--- src/thls_pkg.sv ---
`default_nettype none
// ----------------------------------------------------------------------------
// thls_pkg
// Shared types, codes and reset values for the thermal head line sequencer.
// ----------------------------------------------------------------------------
package thls_pkg;

  // Fixed field widths
  localparam int unsigned CMD_W    = 2;
  localparam int unsigned WIDX_W   = 5;
  localparam int unsigned WORD_W   = 16;
  localparam int unsigned TEMP_W   = 12;
  localparam int unsigned TMR_W    = 24;
  localparam int unsigned STEPS_W  = 8;
  localparam int unsigned STATUS_W = 2;
  localparam int unsigned CFG_IDX_W  = 3;
  localparam int unsigned CFG_DATA_W = 24;

  // Default line length in words
  localparam int unsigned LINE_WORDS_DEF = 24;

  // Command codes
  localparam logic [CMD_W-1:0] CMD_TICK  = 2'd0;
  localparam logic [CMD_W-1:0] CMD_LOAD  = 2'd1;
  localparam logic [CMD_W-1:0] CMD_START = 2'd2;

  // Status codes
  localparam logic [STATUS_W-1:0] ST_NONE    = 2'd0;
  localparam logic [STATUS_W-1:0] ST_PRINTED = 2'd1;
  localparam logic [STATUS_W-1:0] ST_REFUSED = 2'd2;

  // Register indexes
  localparam logic [CFG_IDX_W-1:0] REG_BOLD_MODE   = 3'd0;
  localparam logic [CFG_IDX_W-1:0] REG_BURN_NORMAL = 3'd1;
  localparam logic [CFG_IDX_W-1:0] REG_BURN_BOLD   = 3'd2;
  localparam logic [CFG_IDX_W-1:0] REG_LATCH       = 3'd3;
  localparam logic [CFG_IDX_W-1:0] REG_COOLDOWN    = 3'd4;
  localparam logic [CFG_IDX_W-1:0] REG_HOT_THRESH  = 3'd5;
  localparam logic [CFG_IDX_W-1:0] REG_MOTOR_STEPS = 3'd6;

  // Register reset values
  localparam logic [15:0]         RST_BURN_NORMAL = 16'd2500;
  localparam logic [15:0]         RST_BURN_BOLD   = 16'd3500;
  localparam logic [15:0]         RST_LATCH       = 16'd100;
  localparam logic [TMR_W-1:0]    RST_COOLDOWN    = 24'd5000000;
  localparam logic [TEMP_W-1:0]   RST_HOT_THRESH  = 12'd3000;
  localparam logic [STEPS_W-1:0]  RST_MOTOR_STEPS = 8'd8;

  typedef enum logic [2:0] {
    PH_IDLE,
    PH_COOL,
    PH_SHIFT,
    PH_LATCH_LO,
    PH_LATCH_HI,
    PH_BURN_A,
    PH_BURN_B
  } phase_t;

  typedef enum logic [2:0] {
    TMR_HOLD,
    TMR_DEC,
    TMR_COOL,
    TMR_LATCH,
    TMR_BURN,
    TMR_CLEAR
  } tmr_op_t;

  typedef enum logic [1:0] {
    CNT_HOLD,
    CNT_CLEAR,
    CNT_INC
  } cnt_op_t;

  // Controller to datapath
  typedef struct packed {
    logic    out_load;
    logic    buf_wr;
    tmr_op_t tmr_op;
    cnt_op_t cnt_op;
    logic    shift;
    logic    latch_low;
    logic    strobe_a;
    logic    strobe_b;
    logic    done;
    logic    refused;
    logic    motor;
    logic    busy;
  } ctrl_cmd_t;

  // Datapath to controller
  typedef struct packed {
    logic hot;
    logic idx_ok;
    logic tmr_end;
    logic cnt_last;
    logic latch_zero;
    logic burn_zero;
  } dp_stat_t;

endpackage
`default_nettype wire

--- src/thls_ctrl.sv ---
`default_nettype none
// ----------------------------------------------------------------------------
// thls_ctrl
// Phase sequencer: decodes each transaction and steers the datapath.
// ----------------------------------------------------------------------------
module thls_ctrl (
  input  wire logic                         clk,
  input  wire logic                         rst,
  input  wire logic                         in_fire,
  input  wire logic [thls_pkg::CMD_W-1:0]   cmd,
  input  wire logic                         paper_present,
  input  wire thls_pkg::dp_stat_t           stat,
  output thls_pkg::ctrl_cmd_t               ccmd
);

  thls_pkg::phase_t phase, phase_next;
  logic             motor_on, motor_on_next;

  always_ff @(posedge clk) begin
    if (rst) begin
      phase    <= thls_pkg::PH_IDLE;
      motor_on <= 1'b1;
    end else begin
      phase    <= phase_next;
      motor_on <= motor_on_next;
    end
  end

  always_comb begin
    phase_next    = phase;
    motor_on_next = motor_on;
    ccmd          = '0;
    ccmd.tmr_op   = thls_pkg::TMR_HOLD;
    ccmd.cnt_op   = thls_pkg::CNT_HOLD;
    ccmd.out_load = in_fire;

    if (in_fire) begin
      priority if (cmd == thls_pkg::CMD_LOAD) begin
        ccmd.buf_wr = stat.idx_ok;
      end else if (cmd == thls_pkg::CMD_START) begin
        if (phase == thls_pkg::PH_IDLE) begin
          priority if (!paper_present) begin
            ccmd.refused = 1'b1;
          end else if (stat.hot) begin
            phase_next    = thls_pkg::PH_COOL;
            motor_on_next = 1'b0;
            ccmd.tmr_op   = thls_pkg::TMR_COOL;
          end else begin
            phase_next  = thls_pkg::PH_SHIFT;
            ccmd.cnt_op = thls_pkg::CNT_CLEAR;
          end
        end
      end else if (cmd == thls_pkg::CMD_TICK) begin
        unique case (phase)
          thls_pkg::PH_COOL: begin
            ccmd.tmr_op = thls_pkg::TMR_DEC;
            if (stat.tmr_end) begin
              if (stat.hot) begin
                motor_on_next = 1'b0;
                ccmd.tmr_op   = thls_pkg::TMR_COOL;
              end else begin
                phase_next  = thls_pkg::PH_SHIFT;
                ccmd.cnt_op = thls_pkg::CNT_CLEAR;
              end
            end
          end
          thls_pkg::PH_SHIFT: begin
            ccmd.shift  = 1'b1;
            ccmd.cnt_op = thls_pkg::CNT_INC;
            if (stat.cnt_last) begin
              ccmd.cnt_op = thls_pkg::CNT_CLEAR;
              priority if (!stat.latch_zero) begin
                phase_next  = thls_pkg::PH_LATCH_LO;
                ccmd.tmr_op = thls_pkg::TMR_LATCH;
              end else if (!stat.burn_zero) begin
                phase_next  = thls_pkg::PH_BURN_A;
                ccmd.tmr_op = thls_pkg::TMR_BURN;
              end else begin
                ccmd.done = 1'b1;
              end
            end
          end
          thls_pkg::PH_LATCH_LO: begin
            ccmd.latch_low = 1'b1;
            ccmd.tmr_op    = thls_pkg::TMR_DEC;
            if (stat.tmr_end) begin
              priority if (!stat.latch_zero) begin
                phase_next  = thls_pkg::PH_LATCH_HI;
                ccmd.tmr_op = thls_pkg::TMR_LATCH;
              end else if (!stat.burn_zero) begin
                phase_next  = thls_pkg::PH_BURN_A;
                ccmd.tmr_op = thls_pkg::TMR_BURN;
              end else begin
                ccmd.done = 1'b1;
              end
            end
          end
          thls_pkg::PH_LATCH_HI: begin
            ccmd.tmr_op = thls_pkg::TMR_DEC;
            if (stat.tmr_end) begin
              if (!stat.burn_zero) begin
                phase_next  = thls_pkg::PH_BURN_A;
                ccmd.tmr_op = thls_pkg::TMR_BURN;
              end else begin
                ccmd.done = 1'b1;
              end
            end
          end
          thls_pkg::PH_BURN_A: begin
            ccmd.strobe_a = 1'b1;
            ccmd.tmr_op   = thls_pkg::TMR_DEC;
            if (stat.tmr_end) begin
              if (!stat.burn_zero) begin
                phase_next  = thls_pkg::PH_BURN_B;
                ccmd.tmr_op = thls_pkg::TMR_BURN;
              end else begin
                ccmd.done = 1'b1;
              end
            end
          end
          thls_pkg::PH_BURN_B: begin
            ccmd.strobe_b = 1'b1;
            ccmd.tmr_op   = thls_pkg::TMR_DEC;
            if (stat.tmr_end) begin
              ccmd.done = 1'b1;
            end
          end
          default: begin
            // idle: ticks change nothing
          end
        endcase
      end else begin
        // unused command code: ignored
      end
    end

    if (ccmd.done) begin
      phase_next    = thls_pkg::PH_IDLE;
      motor_on_next = 1'b1;
      ccmd.tmr_op   = thls_pkg::TMR_CLEAR;
      ccmd.cnt_op   = thls_pkg::CNT_CLEAR;
    end

    ccmd.motor = motor_on_next;
    ccmd.busy  = (phase_next != thls_pkg::PH_IDLE);
  end

endmodule
`default_nettype wire

--- src/thls_datapath.sv ---
`default_nettype none
// ----------------------------------------------------------------------------
// thls_datapath
// Config registers, line buffer, phase timer, word counter, result register.
// ----------------------------------------------------------------------------
module thls_datapath #(
  parameter int unsigned LINE_WORDS = thls_pkg::LINE_WORDS_DEF
) (
  input  wire logic                              clk,
  input  wire logic                              rst,
  input  wire thls_pkg::ctrl_cmd_t               ccmd,
  output thls_pkg::dp_stat_t                     stat,
  input  wire logic                              cfg_wr,
  input  wire logic [thls_pkg::CFG_IDX_W-1:0]    cfg_index,
  input  wire logic [thls_pkg::CFG_DATA_W-1:0]   cfg_data,
  input  wire logic [thls_pkg::WIDX_W-1:0]       word_index,
  input  wire logic [thls_pkg::WORD_W-1:0]       word_data,
  input  wire logic [thls_pkg::TEMP_W-1:0]       temp_sample,
  input  wire logic                              out_ready,
  output logic                                   in_ready,
  output logic                                   out_valid,
  output logic [thls_pkg::WORD_W-1:0]            shift_word,
  output logic                                   shift_valid,
  output logic                                   latch_level,
  output logic                                   strobe_a,
  output logic                                   strobe_b,
  output logic                                   motor_enable,
  output logic [thls_pkg::STEPS_W-1:0]           step_request,
  output logic                                   step_valid,
  output logic [thls_pkg::STATUS_W-1:0]          status,
  output logic                                   busy_res
);

  localparam int unsigned IDX_W = (LINE_WORDS > 1) ? $clog2(LINE_WORDS) : 1;
  localparam int unsigned EXT_W = 8;  // covers both word_index and IDX_W
  localparam logic [IDX_W-1:0] LAST_IDX = IDX_W'(LINE_WORDS - 1);

  // Configuration registers
  logic                          bold_mode;
  logic [15:0]                   burn_normal_us;
  logic [15:0]                   burn_bold_us;
  logic [15:0]                   latch_us;
  logic [thls_pkg::TMR_W-1:0]    cooldown_us;
  logic [thls_pkg::TEMP_W-1:0]   hot_adc_threshold;
  logic [thls_pkg::STEPS_W-1:0]  motor_steps;

  always_ff @(posedge clk) begin
    if (rst) begin
      bold_mode         <= 1'b0;
      burn_normal_us    <= thls_pkg::RST_BURN_NORMAL;
      burn_bold_us      <= thls_pkg::RST_BURN_BOLD;
      latch_us          <= thls_pkg::RST_LATCH;
      cooldown_us       <= thls_pkg::RST_COOLDOWN;
      hot_adc_threshold <= thls_pkg::RST_HOT_THRESH;
      motor_steps       <= thls_pkg::RST_MOTOR_STEPS;
    end else if (cfg_wr) begin
      unique case (cfg_index)
        thls_pkg::REG_BOLD_MODE:   bold_mode         <= cfg_data[0];
        thls_pkg::REG_BURN_NORMAL: burn_normal_us    <= cfg_data[15:0];
        thls_pkg::REG_BURN_BOLD:   burn_bold_us      <= cfg_data[15:0];
        thls_pkg::REG_LATCH:       latch_us          <= cfg_data[15:0];
        thls_pkg::REG_COOLDOWN:    cooldown_us       <= cfg_data;
        thls_pkg::REG_HOT_THRESH:  hot_adc_threshold <= cfg_data[thls_pkg::TEMP_W-1:0];
        thls_pkg::REG_MOTOR_STEPS: motor_steps       <= cfg_data[thls_pkg::STEPS_W-1:0];
        default: begin
        end
      endcase
    end
  end

  logic [15:0] burn_sel;
  assign burn_sel = bold_mode ? burn_bold_us : burn_normal_us;

  // Phase timer
  logic [thls_pkg::TMR_W-1:0] timer, timer_next, timer_dec;

  assign timer_dec = (timer != '0) ? timer - 1'b1 : '0;

  always_comb begin
    unique case (ccmd.tmr_op)
      thls_pkg::TMR_HOLD:  timer_next = timer;
      thls_pkg::TMR_DEC:   timer_next = timer_dec;
      thls_pkg::TMR_COOL:  timer_next = cooldown_us;
      thls_pkg::TMR_LATCH: timer_next = {{(thls_pkg::TMR_W-16){1'b0}}, latch_us};
      thls_pkg::TMR_BURN:  timer_next = {{(thls_pkg::TMR_W-16){1'b0}}, burn_sel};
      thls_pkg::TMR_CLEAR: timer_next = '0;
      default:             timer_next = timer;
    endcase
  end

  always_ff @(posedge clk) begin
    if (rst) begin
      timer <= '0;
    end else begin
      timer <= timer_next;
    end
  end

  // Word counter
  logic [IDX_W-1:0] count, count_next;

  always_comb begin
    unique case (ccmd.cnt_op)
      thls_pkg::CNT_HOLD:  count_next = count;
      thls_pkg::CNT_CLEAR: count_next = '0;
      thls_pkg::CNT_INC:   count_next = count + 1'b1;
      default:             count_next = count;
    endcase
  end

  always_ff @(posedge clk) begin
    if (rst) begin
      count <= '0;
    end else begin
      count <= count_next;
    end
  end

  // Line buffer; rd_word always holds the entry at the current count
  logic [thls_pkg::WORD_W-1:0] line_buffer [LINE_WORDS];
  logic [thls_pkg::WORD_W-1:0] rd_word;
  logic [EXT_W-1:0]            widx_ext;
  logic [IDX_W-1:0]            waddr;

  assign widx_ext = {{(EXT_W-thls_pkg::WIDX_W){1'b0}}, word_index};
  assign waddr    = widx_ext[IDX_W-1:0];

  always_ff @(posedge clk) begin
    if (ccmd.buf_wr) begin
      line_buffer[waddr] <= word_data;
    end
    if (ccmd.buf_wr && (waddr == count_next)) begin
      rd_word <= word_data;
    end else begin
      rd_word <= line_buffer[count_next];
    end
  end

  // Status to the controller
  assign stat.hot        = (temp_sample > hot_adc_threshold);
  assign stat.idx_ok     = (int'(word_index) < LINE_WORDS);
  assign stat.tmr_end    = (timer[thls_pkg::TMR_W-1:1] == '0);
  assign stat.cnt_last   = (count == LAST_IDX);
  assign stat.latch_zero = (latch_us == '0);
  assign stat.burn_zero  = (burn_sel == '0);

  // Result register
  assign in_ready = !out_valid || out_ready;

  always_ff @(posedge clk) begin
    if (rst) begin
      out_valid <= 1'b0;
    end else if (ccmd.out_load) begin
      out_valid <= 1'b1;
    end else if (out_ready) begin
      out_valid <= 1'b0;
    end
  end

  always_ff @(posedge clk) begin
    if (ccmd.out_load) begin
      shift_word   <= ccmd.shift ? rd_word : '0;
      shift_valid  <= ccmd.shift;
      latch_level  <= !ccmd.latch_low;
      strobe_a     <= ccmd.strobe_a;
      strobe_b     <= ccmd.strobe_b;
      motor_enable <= ccmd.motor;
      step_request <= ccmd.done ? motor_steps : '0;
      step_valid   <= ccmd.done;
      busy_res     <= ccmd.busy;
      priority if (ccmd.done) begin
        status <= thls_pkg::ST_PRINTED;
      end else if (ccmd.refused) begin
        status <= thls_pkg::ST_REFUSED;
      end else begin
        status <= thls_pkg::ST_NONE;
      end
    end
  end

endmodule
`default_nettype wire

--- src/thermal_head_line_sequencer.sv ---
`default_nettype none
// The result of a transaction is registered in the output register in the cycle after it is taken.
// Throughput: one transaction per clock while out_ready lets the result register
//   drain; the register with its ready bypass sets this, every command finishes in the cycle it is taken.
// Reset (rst, synchronous): phase idle, timer and word counter zero, motor on,
//   registers to defaults; line buffer contents are not cleared.
// ----------------------------------------------------------------------------
// thermal_head_line_sequencer
// Prints one dot line on a thermal head: buffer load, overheat cooldown,
// word shift-out, latch pulse, two strobe groups and a feed-step request.
// ----------------------------------------------------------------------------
module thermal_head_line_sequencer #(
  parameter int unsigned LINE_WORDS = thls_pkg::LINE_WORDS_DEF
) (
  input  wire logic                              clk,
  input  wire logic                              rst,
  // item input channel
  input  wire logic                              in_valid,
  output logic                                   in_ready,
  input  wire logic [thls_pkg::CMD_W-1:0]        cmd,
  input  wire logic [thls_pkg::WIDX_W-1:0]       word_index,
  input  wire logic [thls_pkg::WORD_W-1:0]       word_data,
  input  wire logic                              paper_present,
  input  wire logic [thls_pkg::TEMP_W-1:0]       temp_sample,
  // result channel
  output logic                                   out_valid,
  input  wire logic                              out_ready,
  output logic [thls_pkg::WORD_W-1:0]            shift_word,
  output logic                                   shift_valid,
  output logic                                   latch_level,
  output logic                                   strobe_a,
  output logic                                   strobe_b,
  output logic                                   motor_enable,
  output logic [thls_pkg::STEPS_W-1:0]           step_request,
  output logic                                   step_valid,
  output logic [thls_pkg::STATUS_W-1:0]          status,
  output logic                                   busy_res,
  // configuration write channel
  input  wire logic                              cfg_valid,
  output logic                                   cfg_ready,
  input  wire logic [thls_pkg::CFG_IDX_W-1:0]    cfg_index,
  input  wire logic [thls_pkg::CFG_DATA_W-1:0]   cfg_data
);

  // Register writes always complete; software must only write while idle, which the block does not enforce.
  assign cfg_ready = 1'b1;

  logic                in_fire;
  logic                cfg_wr;
  thls_pkg::ctrl_cmd_t ccmd;
  thls_pkg::dp_stat_t  stat;

  // A transaction is taken whenever the result register is free or being
  // drained this cycle; a result that waits on out_ready blocks the next command.
  assign in_fire = in_valid && in_ready;
  assign cfg_wr  = cfg_valid && cfg_ready;

  // Controller: holds the print phase and the motor enable; decides per
  // transaction what the timer, counter and buffer do and what is reported.
  thls_ctrl u_ctrl (
    .clk           (clk),
    .rst           (rst),
    .in_fire       (in_fire),
    .cmd           (cmd),
    .paper_present (paper_present),
    .stat          (stat),
    .ccmd          (ccmd)
  );

  // Datapath: configuration, line buffer with prefetched read word, 24-bit
  // microsecond timer, word counter and the result register.
  thls_datapath #(
    .LINE_WORDS (LINE_WORDS)
  ) u_dp (
    .clk          (clk),
    .rst          (rst),
    .ccmd         (ccmd),
    .stat         (stat),
    .cfg_wr       (cfg_wr),
    .cfg_index    (cfg_index),
    .cfg_data     (cfg_data),
    .word_index   (word_index),
    .word_data    (word_data),
    .temp_sample  (temp_sample),
    .out_ready    (out_ready),
    .in_ready     (in_ready),
    .out_valid    (out_valid),
    .shift_word   (shift_word),
    .shift_valid  (shift_valid),
    .latch_level  (latch_level),
    .strobe_a     (strobe_a),
    .strobe_b     (strobe_b),
    .motor_enable (motor_enable),
    .step_request (step_request),
    .step_valid   (step_valid),
    .status       (status),
    .busy_res     (busy_res)
  );

  // Checks

  // The two heater groups never burn together.
  a_strobe_excl : assert property (@(posedge clk) disable iff (rst)
    out_valid |-> !(strobe_a && strobe_b))
    else $error("strobe groups A and B active together");

  // A finished line reports printed status and leaves the block idle.
  a_done_status : assert property (@(posedge clk) disable iff (rst)
    (out_valid && step_valid) |-> (status == thls_pkg::ST_PRINTED && !busy_res))
    else $error("line finish without printed status or still busy");

  // Latch stays high while words are being shifted.
  a_shift_latch : assert property (@(posedge clk) disable iff (rst)
    (out_valid && shift_valid) |-> (latch_level && !strobe_a && !strobe_b))
    else $error("latch or strobe active during shift-out");

  // The motor is only off during a print sequence (from cooldown until the line finishes).
  a_motor_busy : assert property (@(posedge clk) disable iff (rst)
    (out_valid && !motor_enable) |-> busy_res)
    else $error("motor off while idle");

endmodule
`default_nettype wire
--- config.mk ---
export PLATFORM = sky130hd
export DESIGN_NAME = thermal_head_line_sequencer
export DESIGN_NICKNAME = d
export VERILOG_FILES = /design/src/thls_pkg.sv /design/src/thls_ctrl.sv /design/src/thls_datapath.sv /design/src/thermal_head_line_sequencer.sv
export SDC_FILE = /design/constraint.sdc
export NUM_CORES = 1
export LEC_CHECK = 0
export ABC_CLOCK_PERIOD_IN_PS = 4100
export BUFFER_PORTS_ARGS = -buffer_cell sky130_fd_sc_hd__buf_2
export CAP_MARGIN = 20
export CORE_MARGIN = 3
export CORE_UTILIZATION = 34
export CTS_CLUSTER_SIZE = 8
export DETAILED_ROUTE_END_ITERATION = 16
export GPL_TIMING_DRIVEN = 0
export PLACE_DENSITY = 0.59
export SLEW_MARGIN = 20
export SYNTH_ARGS = -nofsm -noshare
export SYNTH_HDL_FRONTEND = slang
export SYNTH_HIERARCHICAL = 1
export SYNTH_SLANG_ARGS = --single-unit
--- constraint.sdc ---
create_clock -name clk -period 4.1 [get_ports clk]
set_clock_uncertainty 0.05 [all_clocks]
set_input_delay 0.615 -clock clk [delete_from_list [all_inputs] [get_ports clk]]
set_output_delay 0.615 -clock clk [all_outputs]
set_load 0.05 [all_outputs]
==> reports/qor.txt <==
final worst-path cycle share - 93.6%
die width - 264 um
status - completed
largest net degree at the start of global routing - 35
port bufs - 101
Multi-input gate area - 7150 um2
Post-Syn Area - 22700 um2
Setup-failing EPs final - 0
root buf cell - clkbuf_16
Worst-Skew Late Latency - 0.63 ns
Syn Nets - 1699
mux cell area share after synthesis - 11.7%
Worst-Margin Slew - 0.840 ns
Synth Flop Type - edfxtp_1
io pins - 104
FFs w/ async S/R, synth - 0%
crit end category - flop
Sink Count - 549
Final Hold Fails - 0
hold_sp - cfg_data[16]
CP required - 4.50 ns
die height - 264 um
warnings from Yosys - 6
Iter 0 DRT Violations - 1498
max-cap violation count - 0
post-synthesis register bit count - 549
row cnt - 94
crit path time final - 3.84 ns
Max VDD drop - 0.267 mV
slowest cell on the critical path - dfxtp_1
Clk pin slew, worst setup/hold paths - 0.05 ns
RR Endpoint - u_dp/timer[10]$_SDFFE_PP0P_
simple-gate share of the synthesized area - 10.7%
CTS max path bufs - 3
n_diodes - 0
post-synthesis sequential area ratio - 66.9%
final WL - 57.7 mm
Setup WS pre-CTS - -0.595 ns
Inserted Clock Buffers - 79
Die Area - 69800 um2
Synth Area in Adders - 0.884%
Core Region - 65900 um2
r2r setup slk - 0.26 ns
gpl congestion - 0.853
fmax - 0.261 GHz
pwr dens - 462 nW/um2
# hold bufs at CTS - 0
Final Max Slew Viols - 0
drt wl/cell - 21.3 um
FF-to-FF path depth - 19
Startpoint Class - flop
initial core utilization - 34.4%
Worst Hold Endpoint - u_dp/cooldown_us[16]$_SDFFE_PP0P_
Syn Inst Count - 1615
largest family of logic cells by synthesized area - multiplexers
vias per inst - 5.31
initial antenna violation count - 0
GR Util All Layers - 16.4%
Post-synth EDFFs - 417
post-DP HPWL - 40.0 mm
H-tree levels - 3
dpl cells - 2606
post-route setup TNS - 0 ns
worst hold stages - 3
worst setup margin - 0.261 ns
detailed-route via count - 14387
nets - 1908
Synth Area in XOR/XNOR - 0.232%
DRC - 0
register area - 15200 um2
WHS - 0.179 ns
CP Class - reg -> reg
first-pass GRT wire length - 88.1 mm
P&R area growth vs syn - 19.2%
# fillers - 6046
Rel. slew slack - 43.6%
CP Data Arrival Time - 4.24 ns
Synth Area in Compound Gates - 7.10%
total gr overflow - 0
Lkg Pwr - 8.98 nW
worst hold path class - in -> reg
slowest cell delay on critical path - 0.32 ns
non-filler cells, final - 2710
CTS tree - done
drt pass-1 iters - 8
CP max FO - 10
Synth cell types - 71
vias in the first global route - 14503
DRT antenna net count - 0
mean post-synth cell area - 14.0 um2
Cell Chain, Critical Path - buf_4, buf_6, mux2i_4, nand4_1, nor4_2, buf_4, nand2b_1, nand2_1, o21ai_0, nand2_1, a31oi_2, buf_2, nor3_2, a21o_1, buf_2, nor4_2, xor2_1, a21oi_1, nor2_1
share of cells above drive strength 1 - 21.8%
worst r2r src - u_dp/bold_mode$_SDFFE_PP0P_
-- critical path: cells and delay by family, from the launching register on --
kind | cells | cell delay [ns]
buffers and inverters | 5 | 1.10
flip-flops | 1 | 0.32
AND/OR/NAND/NOR | 8 | 1.17
XOR/XNOR | 1 | 0.12
AO/OA/AOI/OAI | 4 | 0.60
multiplexers | 1 | 0.30
-- flip-flops by register name, summed over array words and instances, names as in the netlist, 2 cells and up, named ones only --
name and flops:
u_dp/timer 24, u_dp/line_buffer 384, u_dp/count 5, u_dp/cooldown_us 24, u_ctrl/phase 3, u_dp/motor_steps 8, u_dp/shift_word 16, u_dp/latch_us 16
u_dp/status 2, u_dp/step_request 8, u_dp/burn_bold_us 16, u_dp/burn_normal_us 16, u_dp/hot_adc_threshold 12
-- cells by family (layout without fill, tap and decap cells) --
kind of cell	Yosys count	after routing
muxes	160	160
and+or+nand+nor	513	513
buffers and inverters	116	347
xor gates and xnor gates	6	6
adders and majority gates	16	16
DFF	549	549
other	1	1
AOI/OAI and AO/OA	254	254
-- synthesized netlist by cell type (9+ instances only) --
cell / number / area, um2
and3_1: 15 / 93.8
mux2i_1: 73 / 731
o21ai_0: 17 / 85.1
a21oi_1: 116 / 581
inv_1: 24 / 90.1
edfxtp_1: 417 / 12500
o21ai_1: 10 / 50.1
buf_1: 10 / 37.5
nor4_1: 11 / 68.8
a31oi_1: 11 / 68.8
clkbuf_1: 51 / 191
o211ai_1: 12 / 90.1
a32oi_1: 15 / 131
nor3_1: 20 / 100
nand4_1: 12 / 75.1
buf_2: 14 / 70.1
o22ai_1: 16 / 100
buf_4: 9 / 67.6
nor2b_1: 18 / 113
mux4_2: 84 / 1890
nor2_1: 68 / 255
and2_1: 28 / 175
nand2b_1: 15 / 93.8
nand3_1: 40 / 200
dfxtp_1: 132 / 2640
nand2_1: 249 / 935
ha_1: 16 / 200
o221ai_1: 12 / 105
-- report_power, final --
part / switching (mW) / internal [mW]
clock: 2.31 / 3.60
combinational: 0.362 / 0.134
sequential: 0.0247 / 6.04
total: 2.70 / 9.77
-- layout by cell type (no fill, tap or decap), types with 13 or more instances in the layout --
cell / netlist / layout
ha_1: 16 / 16
nor2_2: 3 / 27
and2_1: 28 / 28
o22ai_1: 16 / 16
mux2i_1: 73 / 70
nor2b_1: 18 / 17
nand3_1: 40 / 40
o21ai_0: 17 / 17
edfxtp_1: 417 / 417
buf_4: 9 / 13
a32oi_1: 15 / 15
dfxtp_1: 132 / 132
mux4_2: 84 / 84
nand2b_1: 15 / 15
and3_1: 15 / 15
nor2_1: 68 / 43
buf_2: 14 / 115
nor3_1: 20 / 17
a21oi_1: 116 / 114
inv_1: 24 / 24
buf_6: 6 / 31
clkbuf_16: 0 / 80
nand2_1: 249 / 249
clkbuf_1: 51 / 60
-- through the flow --
step	power, mW	util [%]	cell area, um2
global placement	6.64	36.8	24200
CTS	12.6	40.8	26900
detailed placement	6.65	37.3	24600
global route	12.9	41.0	27000
floorplan	6.43	-	22700
finish	12.5	41.0	27000
-- routing by layer --
layer	track usage [%]	vias up	share of wire, %
met5	0	-	0
met4	5.22	0	2.5
met3	3.48	103	7.0
met2	26.5	561	48
met1	22.1	7177	43
li1	-	6546	-
-- repair_timing --
| item | CTS | global route |
|---|---|---|
| pin swaps | 0 | 2 |
| gates cloned | 0 | 0 |
| gates resized for setup | 16 | 21 |
| buffers inserted | 0 | 1 |
| endpoints found under the setup margin | 24 | 24 |
-- worst max path at each step --
stage                                             end  slack [ns]                        start
after floorplan           u_dp/timer[12]$_SDFFE_PP0P_        0.38  u_dp/bold_mode$_SDFFE_PP0P_
after global placement    u_dp/timer[17]$_SDFFE_PP0P_       -1.47  u_dp/bold_mode$_SDFFE_PP0P_
after detailed placement  u_dp/timer[17]$_SDFFE_PP0P_       -0.60   u_dp/timer[8]$_SDFFE_PP0P_
after CTS                 u_dp/timer[19]$_SDFFE_PP0P_       0.008   u_dp/timer[8]$_SDFFE_PP0P_
after global routing      u_dp/timer[15]$_SDFFE_PP0P_      -0.002  u_dp/bold_mode$_SDFFE_PP0P_
final                     u_dp/timer[10]$_SDFFE_PP0P_        0.26  u_dp/bold_mode$_SDFFE_PP0P_
-- cell type report --
cell class                      instances  share of cell area [%]
Inverter                               26                   0.362
Sequential cell                       549                    56.2
Tap cell                              864                    4.00
Timing Repair Buffer                  128                    2.96
Clock buffer                           96                    7.68
Multi-Input combinational cell        950                    26.5
Buffer                                 90                    1.69
Clock inverter                          7                   0.663
No activity file was read; power rests on OpenSTA's default activity.
